File: config.mk
export PLATFORM = sky130hd
export DESIGN_NAME = cht_queue
export DESIGN_NICKNAME = d
export VERILOG_FILES = /design/src/sv/cht_pkg.sv /design/src/sv/cht_queue.sv
export SDC_FILE = /design/constraint.sdc
export NUM_CORES = 1
export LEC_CHECK = 0
export ABC_AREA = 1
export BUFFER_PORTS_ARGS = -buffer_cell sky130_fd_sc_hd__buf_2
export CORE_UTILIZATION = 52
export CTS_CLUSTER_SIZE = 24
export DETAILED_ROUTE_END_ITERATION = 6
export HOLD_SLACK_MARGIN = 0.06
export PLACE_DENSITY = 0.86
export SYNTH_ARGS = -nofsm -noshare
export SYNTH_HDL_FRONTEND = slang
export SYNTH_SLANG_ARGS = --single-unit
File: constraint.sdc
create_clock -name clk -period 2.6 [get_ports clk]
set_input_delay 0.39 -clock clk [delete_from_list [all_inputs] [get_ports clk]]
set_output_delay 0.39 -clock clk [all_outputs]
set_load 0.1 [all_outputs]
File: src/sv/cht_pkg.sv
// ----------------------------------------------------------------------------
// cht_pkg
// Shared sizes, codes and request types of the chained hash table.
// ----------------------------------------------------------------------------
package cht_pkg;

    // pool and bucket sizing
    localparam int POOL_NODES  = 256;
    localparam int MAX_BUCKETS = 64;
    localparam int NODE_W      = $clog2(POOL_NODES);
    localparam int STORE_W     = $clog2(POOL_NODES + 1);
    localparam int BKT_W       = (MAX_BUCKETS > 1) ? $clog2(MAX_BUCKETS) : 1;
    localparam int DIV_W       = BKT_W + 1;

    // free node search: groups of nodes, then a node inside the group
    localparam int GRP_W       = NODE_W / 2;
    localparam int BIT_W       = NODE_W - GRP_W;
    localparam int NUM_GRP     = 1 << GRP_W;
    localparam int GRP_SIZE    = 1 << BIT_W;

    // fixed field widths
    localparam int KEY_W       = 31;
    localparam int OP_W        = 2;
    localparam int STATUS_W    = 2;
    localparam int COUNT_W     = 9;
    localparam int BCNT_W      = 7;
    localparam int STEP_W      = $clog2(KEY_W);
    localparam int IN_DATA_W   = 32;
    localparam int OUT_DATA_W  = 16;
    localparam logic [BCNT_W-1:0] BCNT_RESET = BCNT_W'(64);

    typedef enum logic [OP_W-1:0] {
        OP_ADD    = 2'd0,
        OP_REMOVE = 2'd1,
        OP_LOOKUP = 2'd2,
        OP_CLEAR  = 2'd3
    } op_t;

    typedef enum logic [STATUS_W-1:0] {
        ST_DONE = 2'd0,
        ST_MISS = 2'd1,
        ST_FULL = 2'd2
    } status_t;

    // link pointer with a valid mark
    typedef struct packed {
        logic              ok;
        logic [NODE_W-1:0] idx;
    } ptr_t;

    // classified request handed from front to back
    typedef struct packed {
        op_t              op;
        logic [KEY_W-1:0] key;
        logic [BKT_W-1:0] bucket;
    } job_t;

    // one result
    typedef struct packed {
        logic              empty;
        logic [COUNT_W-1:0] count;
        status_t           status;
    } res_t;

endpackage

File: src/sv/cht_queue.sv
// ----------------------------------------------------------------------------
// cht_queue
// Two-entry request queue between the front and the back.
// ----------------------------------------------------------------------------
module cht_queue (
    input  logic          clk,
    input  logic          rst_n,
    input  logic          push,
    input  cht_pkg::job_t push_job,
    output logic          full,
    input  logic          pop,
    output logic          valid,
    output cht_pkg::job_t pop_job
);

    cht_pkg::job_t entry_reg [2];
    logic          wr_reg, wr_next;
    logic          rd_reg, rd_next;
    logic [1:0]    cnt_reg, cnt_next;

    // pointer and fill bookkeeping
    always_comb
    begin
        wr_next  = wr_reg ^ push;
        rd_next  = rd_reg ^ pop;
        cnt_next = cnt_reg + {1'b0, push} - {1'b0, pop};
    end

    assign full    = (cnt_reg == 2'd2);
    assign valid   = (cnt_reg != 2'd0);
    assign pop_job = entry_reg[rd_reg];

    always_ff @(posedge clk or negedge rst_n)
    begin
        if (!rst_n)
        begin
            wr_reg  <= 1'b0;
            rd_reg  <= 1'b0;
            cnt_reg <= 2'd0;
        end
        else
        begin
            wr_reg  <= wr_next;
            rd_reg  <= rd_next;
            cnt_reg <= cnt_next;
        end
    end

    // storage
    always_ff @(posedge clk)
    begin
        if (push)
            entry_reg[wr_reg] <= push_job;
    end

endmodule

==> After elaboration in Yosys (flattened, before gate mapping) <==
Memory sizes are Yosys's and may differ from the RTL's.
Cells that the tools add are included.
{ "totals": {"output_inout_bits": 41, "ff_bits": 4, "n_memories": 1, "word_cells": 12, "ram_bits": 78, "in_bits": 43} }
{ "memory_table": {"columns": ["memory", "words", "word_bits", "rd", "rd_clocked_by_memory_dff", "write_ports", "line_no", "source"], "rows": [
  ["entry_reg", 2, 39, 1, 0, 1, "cht_queue.sv:16", "cht_pkg::job_t entry_reg [2];"]
]} }
{ "op_classes": {"bitwise": 2, "n_mux": 2, "add_sub_neg": 2, "reduce_logical": 1, "n_eq_ne": 1} }
{ "op_table": {"columns": ["cell", "count"], "rows": [
  ["2-bit by 1-bit adder with 2-bit output", 1],
  ["2-bit == test, second input constant", 1],
  ["1-bit 2-to-1 mux", 2],
  ["2-bit nonzero test", 1],
  ["2-bit by 1-bit subtractor with 2-bit output", 1],
  ["1-bit XOR", 2]
]} }

==> Depth between registers and ports, before layout <==
{ "logic_depth": {"depth_word": 2, "ltp_mapped": 7, "mapped_depth_nobuf": 7} }

==> Least setup slack after synthesis <==
No wires, ideal clock.
{ "synth_path": {"path_type": "register -> output", "from": "register rd_reg", "to": "output port pop_job[10] (netlist name)", "arrival_ns": 2.753, "n_path_buf": 2, "stages_incl_launch_ff": 4, "path_slack_ns": -0.543, "t_required_ns": 2.210, "path_cell_list": "dfrtp_1 buf_6 buf_2 o21ai_0"} }
{ "synth_lines": {"columns": ["element", "line_no", "source"], "rows": [
  ["start, declared", "cht_queue.sv:18", "logic rd_reg, rd_next;"],
  ["start signal, assigned", "cht_queue.sv:44", "rd_reg <= rd_next;"],
  ["end, declared", "cht_queue.sv:13", "output cht_pkg::job_t pop_job"]
]} }

==> reports/results.txt <==
status - completed
DIE AREA - 6330 um2
Worst Path Arrival - 1910 ps
via count - 1,885
Setup Fix Bufs, Post-CTS - 0
post-route antenna net violation count - 0
Nets - 365
sequential area share after synthesis - 78.08%
clk slew on worst S/H paths - 80 ps
area of the core - 5642 um2
worst min path class - in2reg
total track usage - 17.98%
required time worst endpoint - 2210 ps
Mean Syn Cell Area - 13.72 um2
clock latency on the worst-skew pair - 330 ps
Yosys warning count - 0
Hold Fails Final Rpt - 0
layout cells sized above 1 - 32.51%
final setup violation count - 0
RSZ-0062 raised after global routing - no
worst-margin pin slew - 498.3 ps
max FFs per register - 78
CP Capture Point - pop_job[26]
post-route core utilization - 67.64%
critical path endpoint category - output pin
routed length per placed instance - 13.01 um
global-route wire length before repair - 8190 um
GPL Wtd Cong - 0.6286
Max transition margin - 67.01%
final worst path period need - 2304 ps
# H-tree levels - 3
Die Span X - 79.56 um
Initial Util - 55.44%
DR vias/cell - 4.772
CP startpoint kind - flip-flop
Synth Net Count - 275
Inserted Clock Buffers - 9
Area Overhead vs Synth - 22.00%
WL final - 5140 um
Reg2Reg Launch Point - wr_reg
CP Launch Point - rd_reg
Max Cap Viol - 0
synthesized cell area - 3128 um2
flops & latches, synth - 82
Syn Inst Count - 228
DPL Wire Length - 3673 um
reg2reg setup slack - 1120 ps
critical path class - reg2out
CTS max path bufs - 2
drt pass-1 iters - 4
commonest non-fill, non-tap cells in the layout - buf_2, edfxtp_1, inv_1, nand2_1, o21ai_0
Root Buffer - clkbuf_8
FILL cells - 423
FF-to-FF End - entry_reg[0][34]
# DRC - 0
# clock sinks - 82
total grt overflow - 0
Setup Skew - 10.08 ps
largest net degree at the start of global routing - 32
multi-input logic area - 440.4 um2
FF+latch area - 2446 um2
FP Rows - 27
clock tree from TritonCTS - built
Pins Over Slew Limit - 0
most common cell after layout, fill and taps aside - buf_2
fin crit share - 88.61%
port bufs - 83
initial DRC count - 91
Crit Path Max Fanout - 31
initial antenna violation count - 0
die height - 79.56 um
I/O pins - 84
n_diodes - 0
FF-to-FF path depth - 3
vias in the first global route - 1,877
fmax - 0.4340 GHz
synth unique cells - 15
[final cells by class]
| cell class | count | area share (%) |
|---|---|---|
| Sequential cell | 82 | 64.10 |
| Timing Repair Buffer | 88 | 12.59 |
| Multi-Input combinational cell | 91 | 11.54 |
| Inverter | 46 | 4.525 |
| Clock buffer | 11 | 3.443 |
| Tap cell | 72 | 2.361 |
| Clock inverter | 5 | 1.443 |
[critical path, cell delays in order (launching register included)]
cell and delay (ps):
dfrtp_4 610, buf_4 330, nand2_1 70, o21ai_0 90, buf_2 460
[worst min-delay path by stage]
stage,end,depth (start not counted),startpoint,slack (ps)
6_report,entry_reg[0][2],1,push_job[2],240
5_1_grt,entry_reg[0][11],1,push_job[11],220
4_1_cts,entry_reg[0][2],1,push_job[2],220
3_5_place_dp,cnt_reg[0],1,rst_n,200
3_3_place_gp,wr_reg,1,rst_n,200
2_1_floorplan,cnt_reg[0],0,rst_n,90
[kinds of logic after synthesis]
logic type / synth area share [%]
AND/OR/NAND/NOR: 5.680
AO/OA/AOI/OAI: 6.360
adder cells (fa/ha/maj): 1.600
flip-flops: 78.08
buffers and inverters: 8.000
XOR/XNOR: 0.2801
[cells in the mapped netlist (all sizes together)]
master / n / share of area [%]
inv: 46 / 5.5
dfrtp: 4 / 3.2
nand3: 1 / 0.16
buf: 8 / 2.3
nor2: 1 / 0.12
clkbuf: 1 / 0.16
ha: 4 / 1.6
edfxtp: 78 / 75
nand2: 45 / 5.4
xor2: 1 / 0.28
o21ai: 39 / 6.4
[per-layer routing]
| metal | up-vias | part of all wire [%] | wire [um] | track usage, % |
|---|---|---|---|---|
| li1 | 942 | - | - | - |
| met1 | 883 | 41 | 2129 | 19.59 |
| met2 | 55 | 52 | 2689 | 32.05 |
| met3 | 5 | 5.3 | 274 | 5.257 |
| met4 | 0 | 0.91 | 47 | 8.182 |
| met5 | - | 0 | 0 | 0 |
[timing repair]
action,in CTS,in global routing
hold buffers,1,0
endpoints found under the hold margin,4,0
endpoints found under the setup margin,0,1
resized for setup,0,1
[metrics by stage]
| stage | hold slack [ps] | TNS, ps | cell area (um2) | cells | setup slack (ps) |
|---|---|---|---|---|---|
| floorplan | 94.41 | -10850 | 3128 | 228 | -542.6 |
| global placement | 200.5 | 0 | 3617 | 378 | 556.4 |
| detailed placement | 204.2 | 0 | 3617 | 378 | 530.3 |
| CTS | 222.8 | 0 | 3814 | 395 | 154.2 |
| global route | 216.6 | 0 | 3816 | 395 | 116.3 |
| finish | 239.7 | 0 | 3816 | 395 | 296.1 |
Power is not shown: default switching activity piles up to over one toggle a cycle in this logic, so the estimate is an artifact.
