--- src/sv/cht_pkg.sv ---
// ----------------------------------------------------------------------------
// cht_pkg
// Shared sizes, codes and request types of the chained hash table.
// ----------------------------------------------------------------------------
package cht_pkg;

    // pool and bucket sizing
    localparam int POOL_NODES  = 256;
    localparam int MAX_BUCKETS = 64;
    localparam int NODE_W      = $clog2(POOL_NODES);
    localparam int STORE_W     = $clog2(POOL_NODES + 1);
    localparam int BKT_W       = (MAX_BUCKETS > 1) ? $clog2(MAX_BUCKETS) : 1;
    localparam int DIV_W       = BKT_W + 1;

    // free node search: groups of nodes, then a node inside the group
    localparam int GRP_W       = NODE_W / 2;
    localparam int BIT_W       = NODE_W - GRP_W;
    localparam int NUM_GRP     = 1 << GRP_W;
    localparam int GRP_SIZE    = 1 << BIT_W;

    // fixed field widths
    localparam int KEY_W       = 31;
    localparam int OP_W        = 2;
    localparam int STATUS_W    = 2;
    localparam int COUNT_W     = 9;
    localparam int BCNT_W      = 7;
    localparam int STEP_W      = $clog2(KEY_W);
    localparam int IN_DATA_W   = 32;
    localparam int OUT_DATA_W  = 16;
    localparam logic [BCNT_W-1:0] BCNT_RESET = BCNT_W'(64);

    typedef enum logic [OP_W-1:0] {
        OP_ADD    = 2'd0,
        OP_REMOVE = 2'd1,
        OP_LOOKUP = 2'd2,
        OP_CLEAR  = 2'd3
    } op_t;

    typedef enum logic [STATUS_W-1:0] {
        ST_DONE = 2'd0,
        ST_MISS = 2'd1,
        ST_FULL = 2'd2
    } status_t;

    // link pointer with a valid mark
    typedef struct packed {
        logic              ok;
        logic [NODE_W-1:0] idx;
    } ptr_t;

    // classified request handed from front to back
    typedef struct packed {
        op_t              op;
        logic [KEY_W-1:0] key;
        logic [BKT_W-1:0] bucket;
    } job_t;

    // one result
    typedef struct packed {
        logic              empty;
        logic [COUNT_W-1:0] count;
        status_t           status;
    } res_t;

endpackage

--- src/sv/cht_front.sv ---
// ----------------------------------------------------------------------------
// cht_front
// Accepts requests and works out the bucket with a bit-serial remainder.
// ----------------------------------------------------------------------------
module cht_front (
    input  logic                          clk,
    input  logic                          rst_n,
    input  logic                          in_valid,
    output logic                          in_ready,
    input  cht_pkg::op_t                  in_op,
    input  logic [cht_pkg::KEY_W-1:0]     in_key,
    input  logic [cht_pkg::BCNT_W-1:0]    bucket_count,
    output logic                          push,
    output cht_pkg::job_t                 job,
    input  logic                          q_full
);

    typedef enum logic [2:0] {
        F_IDLE = 3'b001,
        F_DIV  = 3'b010,
        F_PUSH = 3'b100
    } fstate_t;

    fstate_t                       state_reg, state_next;
    cht_pkg::op_t                  op_reg, op_next;
    logic [cht_pkg::KEY_W-1:0]     key_reg, key_next;
    logic [cht_pkg::KEY_W-1:0]     shf_reg, shf_next;
    logic [cht_pkg::BKT_W-1:0]     rem_reg, rem_next;
    logic [cht_pkg::DIV_W-1:0]     div_reg, div_next;
    logic [cht_pkg::STEP_W-1:0]    step_reg, step_next;
    logic [cht_pkg::DIV_W-1:0]     trial;
    logic [cht_pkg::DIV_W-1:0]     div_clamp;

    // bucket count of zero acts as one, above the maximum as the maximum
    always_comb
    begin
        priority if (bucket_count == '0)
            div_clamp = cht_pkg::DIV_W'(1);
        else if (int'(bucket_count) > cht_pkg::MAX_BUCKETS)
            div_clamp = cht_pkg::DIV_W'(cht_pkg::MAX_BUCKETS);
        else
            div_clamp = cht_pkg::DIV_W'(bucket_count);
    end

    // one remainder bit per cycle, key msb first
    assign trial = {rem_reg, shf_reg[cht_pkg::KEY_W-1]};

    always_comb
    begin
        state_next = state_reg;
        op_next    = op_reg;
        key_next   = key_reg;
        shf_next   = shf_reg;
        rem_next   = rem_reg;
        div_next   = div_reg;
        step_next  = step_reg;
        push       = 1'b0;
        unique case (state_reg)
            F_IDLE:
            begin
                if (in_valid)
                begin
                    op_next    = in_op;
                    key_next   = in_key;
                    shf_next   = in_key;
                    rem_next   = '0;
                    div_next   = div_clamp;
                    step_next  = cht_pkg::STEP_W'(cht_pkg::KEY_W - 1);
                    state_next = F_DIV;
                end
            end
            F_DIV:
            begin
                if (trial >= div_reg)
                    rem_next = cht_pkg::BKT_W'(trial - div_reg);
                else
                    rem_next = cht_pkg::BKT_W'(trial);
                shf_next = shf_reg << 1;
                if (step_reg == '0)
                    state_next = F_PUSH;
                else
                    step_next = step_reg - 1'b1;
            end
            F_PUSH:
            begin
                if (!q_full)
                begin
                    push       = 1'b1;
                    state_next = F_IDLE;
                end
            end
            default: state_next = F_IDLE;
        endcase
    end

    assign in_ready   = (state_reg == F_IDLE);
    assign job.op     = op_reg;
    assign job.key    = key_reg;
    assign job.bucket = rem_reg;

    // control state
    always_ff @(posedge clk or negedge rst_n)
    begin
        if (!rst_n)
            state_reg <= F_IDLE;
        else
            state_reg <= state_next;
    end

    // datapath
    always_ff @(posedge clk)
    begin
        op_reg   <= op_next;
        key_reg  <= key_next;
        shf_reg  <= shf_next;
        rem_reg  <= rem_next;
        div_reg  <= div_next;
        step_reg <= step_next;
    end

endmodule

--- config.mk ---
export PLATFORM = sky130hd
export DESIGN_NAME = cht_front
export DESIGN_NICKNAME = d
export VERILOG_FILES = /design/src/sv/cht_pkg.sv /design/src/sv/cht_front.sv
export SDC_FILE = /design/constraint.sdc
export NUM_CORES = 1
export LEC_CHECK = 0
export ABC_AREA = 1
export BUFFER_PORTS_ARGS = -buffer_cell sky130_fd_sc_hd__buf_4
export CORE_MARGIN = 3
export CORE_UTILIZATION = 53
export CTS_CLUSTER_SIZE = 20
export DETAILED_ROUTE_END_ITERATION = 7
export GPL_TIMING_DRIVEN = 0
export PLACE_DENSITY = 0.84
export REMOVE_ABC_BUFFERS = 1
export SLEW_MARGIN = 10
export SYNTH_ARGS = -nofsm -noshare
export SYNTH_HDL_FRONTEND = slang
export SYNTH_SLANG_ARGS = --single-unit
--- constraint.sdc ---
create_clock -name clk -period 3.5 [get_ports clk]
set_input_delay 0.35 -clock clk [delete_from_list [all_inputs] [get_ports clk]]
set_output_delay 0.35 -clock clk [all_outputs]
set_load 0.05 [all_outputs]
# Yosys cells after proc, flatten, opt, wreduce, memory -nomap -nowiden
# Cells that the tools add are included.
# word_totals
input_bits	44
output_inout_bits	41
register_bits	85
wordCells	42
# op_classes
n_mux	15
n_eq_ne	7
reduce_logical	8
addsub	2
order_cmp	2
# ops
op	n
one-hot mux 31 bit (2 select lines)	1
2-to-1 mux 31 bit	1
2-to-1 mux 6 bit	2
one-hot mux 6 bit (2 select lines)	1
2-to-1 mux 5 bit	2
one-hot mux 5 bit (2 select lines)	1
2-to-1 mux 3 bit	3
one-hot mux 3 bit (3 select lines)	1
!= test 2 bit (second input constant)	4
greater-or-equal comparator 7 bit	1
greater-than comparator 7 bit (second input constant)	1
logical NOT 7 bit	1
2-to-1 mux 7 bit	1
AND reduction 3 bit	2
subtractor 6 bit	1
logical NOT 5 bit	1
subtractor 5 x 1 -> 5 bit (second input constant)	1
AND reduction 2 bit	2
equality test 3 x 1 -> 1 bit (second input constant)	1
equality test 3 x 2 -> 1 bit (second input constant)	1
equality test 3 bit (second input constant)	1
2-to-1 mux 1 bit	2
nonzero test 2 bit	1
OR reduction 2 bit	1

# Logic depth before layout (Yosys ltp)
# depth
depth_word	3
depth_mapped	10
mapped_depth_nobuf	10

# Worst setup path before layout
# OpenSTA, ideal clock, no wires.
# synth_timing
kind	flip-flop to flip-flop
startpoint	register state_reg[0]
endpoint	register div_reg[0] (netlist name) (enable)
path_buffers	0
setup_slack_ps	-102
required_time_ps	3062
setup_time_ps	438
t_arrival_ps	3165
path_stages_with_launch	5
path_cell_list	dfstp_2 -> inv_1 -> nor3_2 -> inv_1 -> nor2_1
# synth_via
elab_chain_cells	2
# synth_rtl
element	line	rtl
start, declared	cht_front.sv:24	fstate_t state_reg, state_next;
start signal, assigned	cht_front.sv:107	state_reg <= state_next;
equality test 3 x 1 -> 1 bit	-	
net in_ready	cht_front.sv:9	output logic in_ready,
AND reduction 2 bit (no source line)	-	
end signal, assigned	cht_front.sv:117	div_reg <= div_next;
end, declared	cht_front.sv:29	logic [cht_pkg::DIV_W-1:0] div_reg, div_next;
# The timed path passes the listed nets, and every way through them passes these cells.
# A chain may end at the register's enable or synchronous reset.

# Worst setup path after layout
# layout_timing
startpoint	register state_reg[2]
endpoint	register step_reg[2] (netlist name) (enable)
# layout_via
elab_chain_cells	3
elab_cells_between_ends	6
classes_between	eq/ne: 4; reduce/logical: 2
# layout_rtl
element	line	rtl
equality test 3 x 2 -> 1 bit / equality test 3 x 1 -> 1 bit (equally long branches)	cht_front.sv:58	unique case (state_reg)
!= test 2 bit (no source line) / nonzero test 2 bit (equally long branches)	-	
AND reduction 3 bit (no source line) *	-	
end signal, assigned	cht_front.sv:118	step_reg <= step_next;
end, declared	cht_front.sv:30	logic [cht_pkg::STEP_W-1:0] step_reg, step_next;
# Every way passes the cells marked *; elsewhere a longest branch is shown, timed or not.

==> impl_metrics.tcl <==
set metrics [dict create \
    num_rows 29 \
    critPathLaunchType "flip-flop" \
    critical_path.endpoint_type "flip-flop" \
    ctsRootBufferMaster "clkbuf_8" \
    floorplan.die.height_microns 88.9 \
    dr.pass1.iters 4 \
    period_share_pct 81.8 \
    wl_per_cell_microns 14.4 \
    synth_commonest_cells "123 x nand2_1, 82 x edfxtp_1, 35 x inv_1" \
    clockBufferDepth 2 \
    gpl.final_weighted_congestion 0.792 \
    vdd_drop_max_uv 456 \
    cts-buffers-inserted 9 \
    number_of_enable_type_register_cells_in_the_synthesized_netlist 82 \
    postCtsHoldBufs 1 \
    worst-setup-path-type "reg2reg" \
    setup_repair_after_global_routing_missed_its_margin "false" \
    clock_tree_from_tritoncts "built" \
    htree_levels 3 \
    design.final.nets 472 \
    io-pin-count 85 \
    worst-path-max-fanout 37 \
    numClockSinks 85 \
    yosysTopAreaCell "edfxtp_1" \
    route.final.wire_length_microns 7200 \
    layout-drive-gt1-share_pct 25.8 \
    yosys.area.top_type_share_pct 67.6 \
    post_synth_main_area_contributors "edfxtp_1 68%, nand2_1 13%, inv_1 3.6%" \
    grt_pass1_wl_microns 11700 \
    min_period_ps 2860 \
    initial_core_util_pct 56.1 \
    antenna_violations_before_repair 0 \
    critical-path-max-stage-delay_ps 720 \
    portBuffers 84 \
    cells_after_synth 327 \
    cp_cell_sequence "nor3_4 -> buf_16 -> inv_2 -> o21ai_4 -> buf_12 -> o21a_1" \
    place.detailed.hpwl_microns 5120 \
    max_clock_freq_mhz 349 \
    yosysSeqAreaShare_pct 69.7 \
    worstHoldPathType "in2reg" \
    timing_hold_violations_final 0 \
    worstHoldStart "in_valid" \
    floorplan.die.width_microns 88.9 \
    grt_remaining_overflow 0 \
    gr-usage-all-layers_pct 19.9 \
    average_cell_area_after_synthesis_sq_um 11.1 \
    reg_to_reg_critical_path_startpoint "state_reg[2]" \
    crit_arrival_ps 2890 \
    worst-endpoint-required_ps 3530 \
    grt_max_degree 38 \
    synth_ff_type "edfxtp_1" \
    vias 2529 \
    drt-initial-drc-count 99 \
    antenna_violating_nets_post_route 0 \
    insertion_delay_ps 350 \
    tightest_hold_margin_ps 162 \
    worst_margin_pin_slew_ps 820 \
    fin_worst_skew_ps 14.1 \
    yosysMostFrequentCell "nand2_1" \
    timing.final.setup_violations 0 \
    postSynth.asyncResetShare_pct 3.53 \
    yosys_warnings 0 \
    totalPowerFinal_w 0.00370 \
    cts-resized-gates 0 \
    synth_seq_cells 85 \
    vias_per_cell 5.06 \
    detail_route.drc_violations 0 \
    slew-limit-headroom_pct 45.1 \
    worst_setup_path_startpoint "state_reg[2]" \
    synth.cell_area_sq_um 3640 \
    cts.reportedPaths.clkPinSlew_ps 90 \
    pwr_per_cell_area_nw_per_um2 804 \
    dieArea_sq_um 7900 \
    leakage_nw 2.04 \
    cts_setup_buffers 0 \
    synth.distinct_cells 24 \
    layout_overhead_on_the_synthesized_area_pct 26.2 \
    timing.final.max_slew_violations 0 \
    run_status "complete, no violations" \
    first_global_vias 2528 \
    drv.max_cap_violation_count 0 \
    cell_with_the_largest_stage_delay_on_the_worst_path "nor3_4" \
    core_area_sq_um 6490 \
    num_antenna_cells 0 \
]
## placed cells by master (no fill, tap or decap)
master and count:
nand3_1 10, buf_4 84, nor3_4 1, ha_1 9, o21ai_4 1, clkinv_4 1
or3_1 1, o21a_1 2, buf_12 2, nand2_1 123, nand4_1 2, clkinvlp_4 3
inv_2 1, nor3_2 1, nand3b_1 4, nor2_4 1, clkbuf_8 9, xor2_1 1
dfstp_2 1, inv_1 35, dlygate4sd3_1 1, edfxtp_1 82, clkbuf_1 1, a21oi_1 4
dfrtp_1 2, xnor2_1 2, clkinv_2 1, buf_16 1, clkinv_1 1, o21ai_0 5
fa_1 1, or2_2 1, nor2_1 28, nor2_2 1
## logic make-up (layout without fill, tap and decap cells)
| kind of cell | after synthesis | count (layout) | share of synthesized area, % |
|---|---|---|---|
| AND/OR/NAND/NOR | 173 | 173 | 19.3 |
| adder cells (fa/ha/maj) | 10 | 10 | 3.64 |
| buffers and inverters | 44 | 140 | 4.77 |
| XOR/XNOR | 3 | 3 | 0.722 |
| flip-flops | 85 | 85 | 69.7 |
| AO/OA/AOI/OAI | 12 | 12 | 1.89 |
## routing by layer
metal / track usage, % / wire length [microns] / vias up
li1: - / - / 1256
met1: 24.4 / 2990 / 1175
met2: 32.3 / 3580 / 83
met3: 6.91 / 473 / 15
met4: 8.52 / 156 / 0
met5: 0 / 0 / -
## report_power, final
part           switching (W)  total (W)  internal (W)
combinational        0.00103    0.00148      0.000448
clock               0.000340   0.000596      0.000255
sequential          0.000102    0.00163       0.00152
total                0.00147    0.00370       0.00223
## per-stage QoR
step                      setup WS, ps  instances  area, sq um  setup TNS [ps]  utilization [%]
after floorplan                   -102        319         3600           -4110                -
after global placement           -1410        480         4330          -66600             66.7
after detailed placement           601        483         4420               0             68.0
after CTS                          595        500         4600               0             70.8
after global routing               427        500         4600               0             70.8
final                              638        500         4600               0             70.8
## worst paths after layout
check | slack (ps) | depth (start not counted) | endpoint
max | 640 | 6 | step_reg[2]
min | 160 | 2 | state_reg[0]
max reg2reg | 640 | 6 | step_reg[2]
min reg2reg | 530 | 2 | shf_reg[15]
max in group asynchronous | 2970 | 2 | state_reg[0]
min in group asynchronous | 340 | 2 | state_reg[1]
## final cells by class
type | count | area, sq um
clock buffers | 10 | 128
clock inverters | 6 | 40.0
fillers | 475 | 1900
inverters | 36 | 135
multi-input cells | 198 | 951
flip-flops and latches | 85 | 2540
well taps | 77 | 96.3
repair buffers | 88 | 708
## critical path, delay by kind of cell (launching register included)
family,cells,cell delay (ps)
flip-flops,1,450
buffers and inverters,3,750
AND/OR/NAND/NOR,1,720
AO/OA/AOI/OAI,2,600
Power figures use the tool's default switching activity.
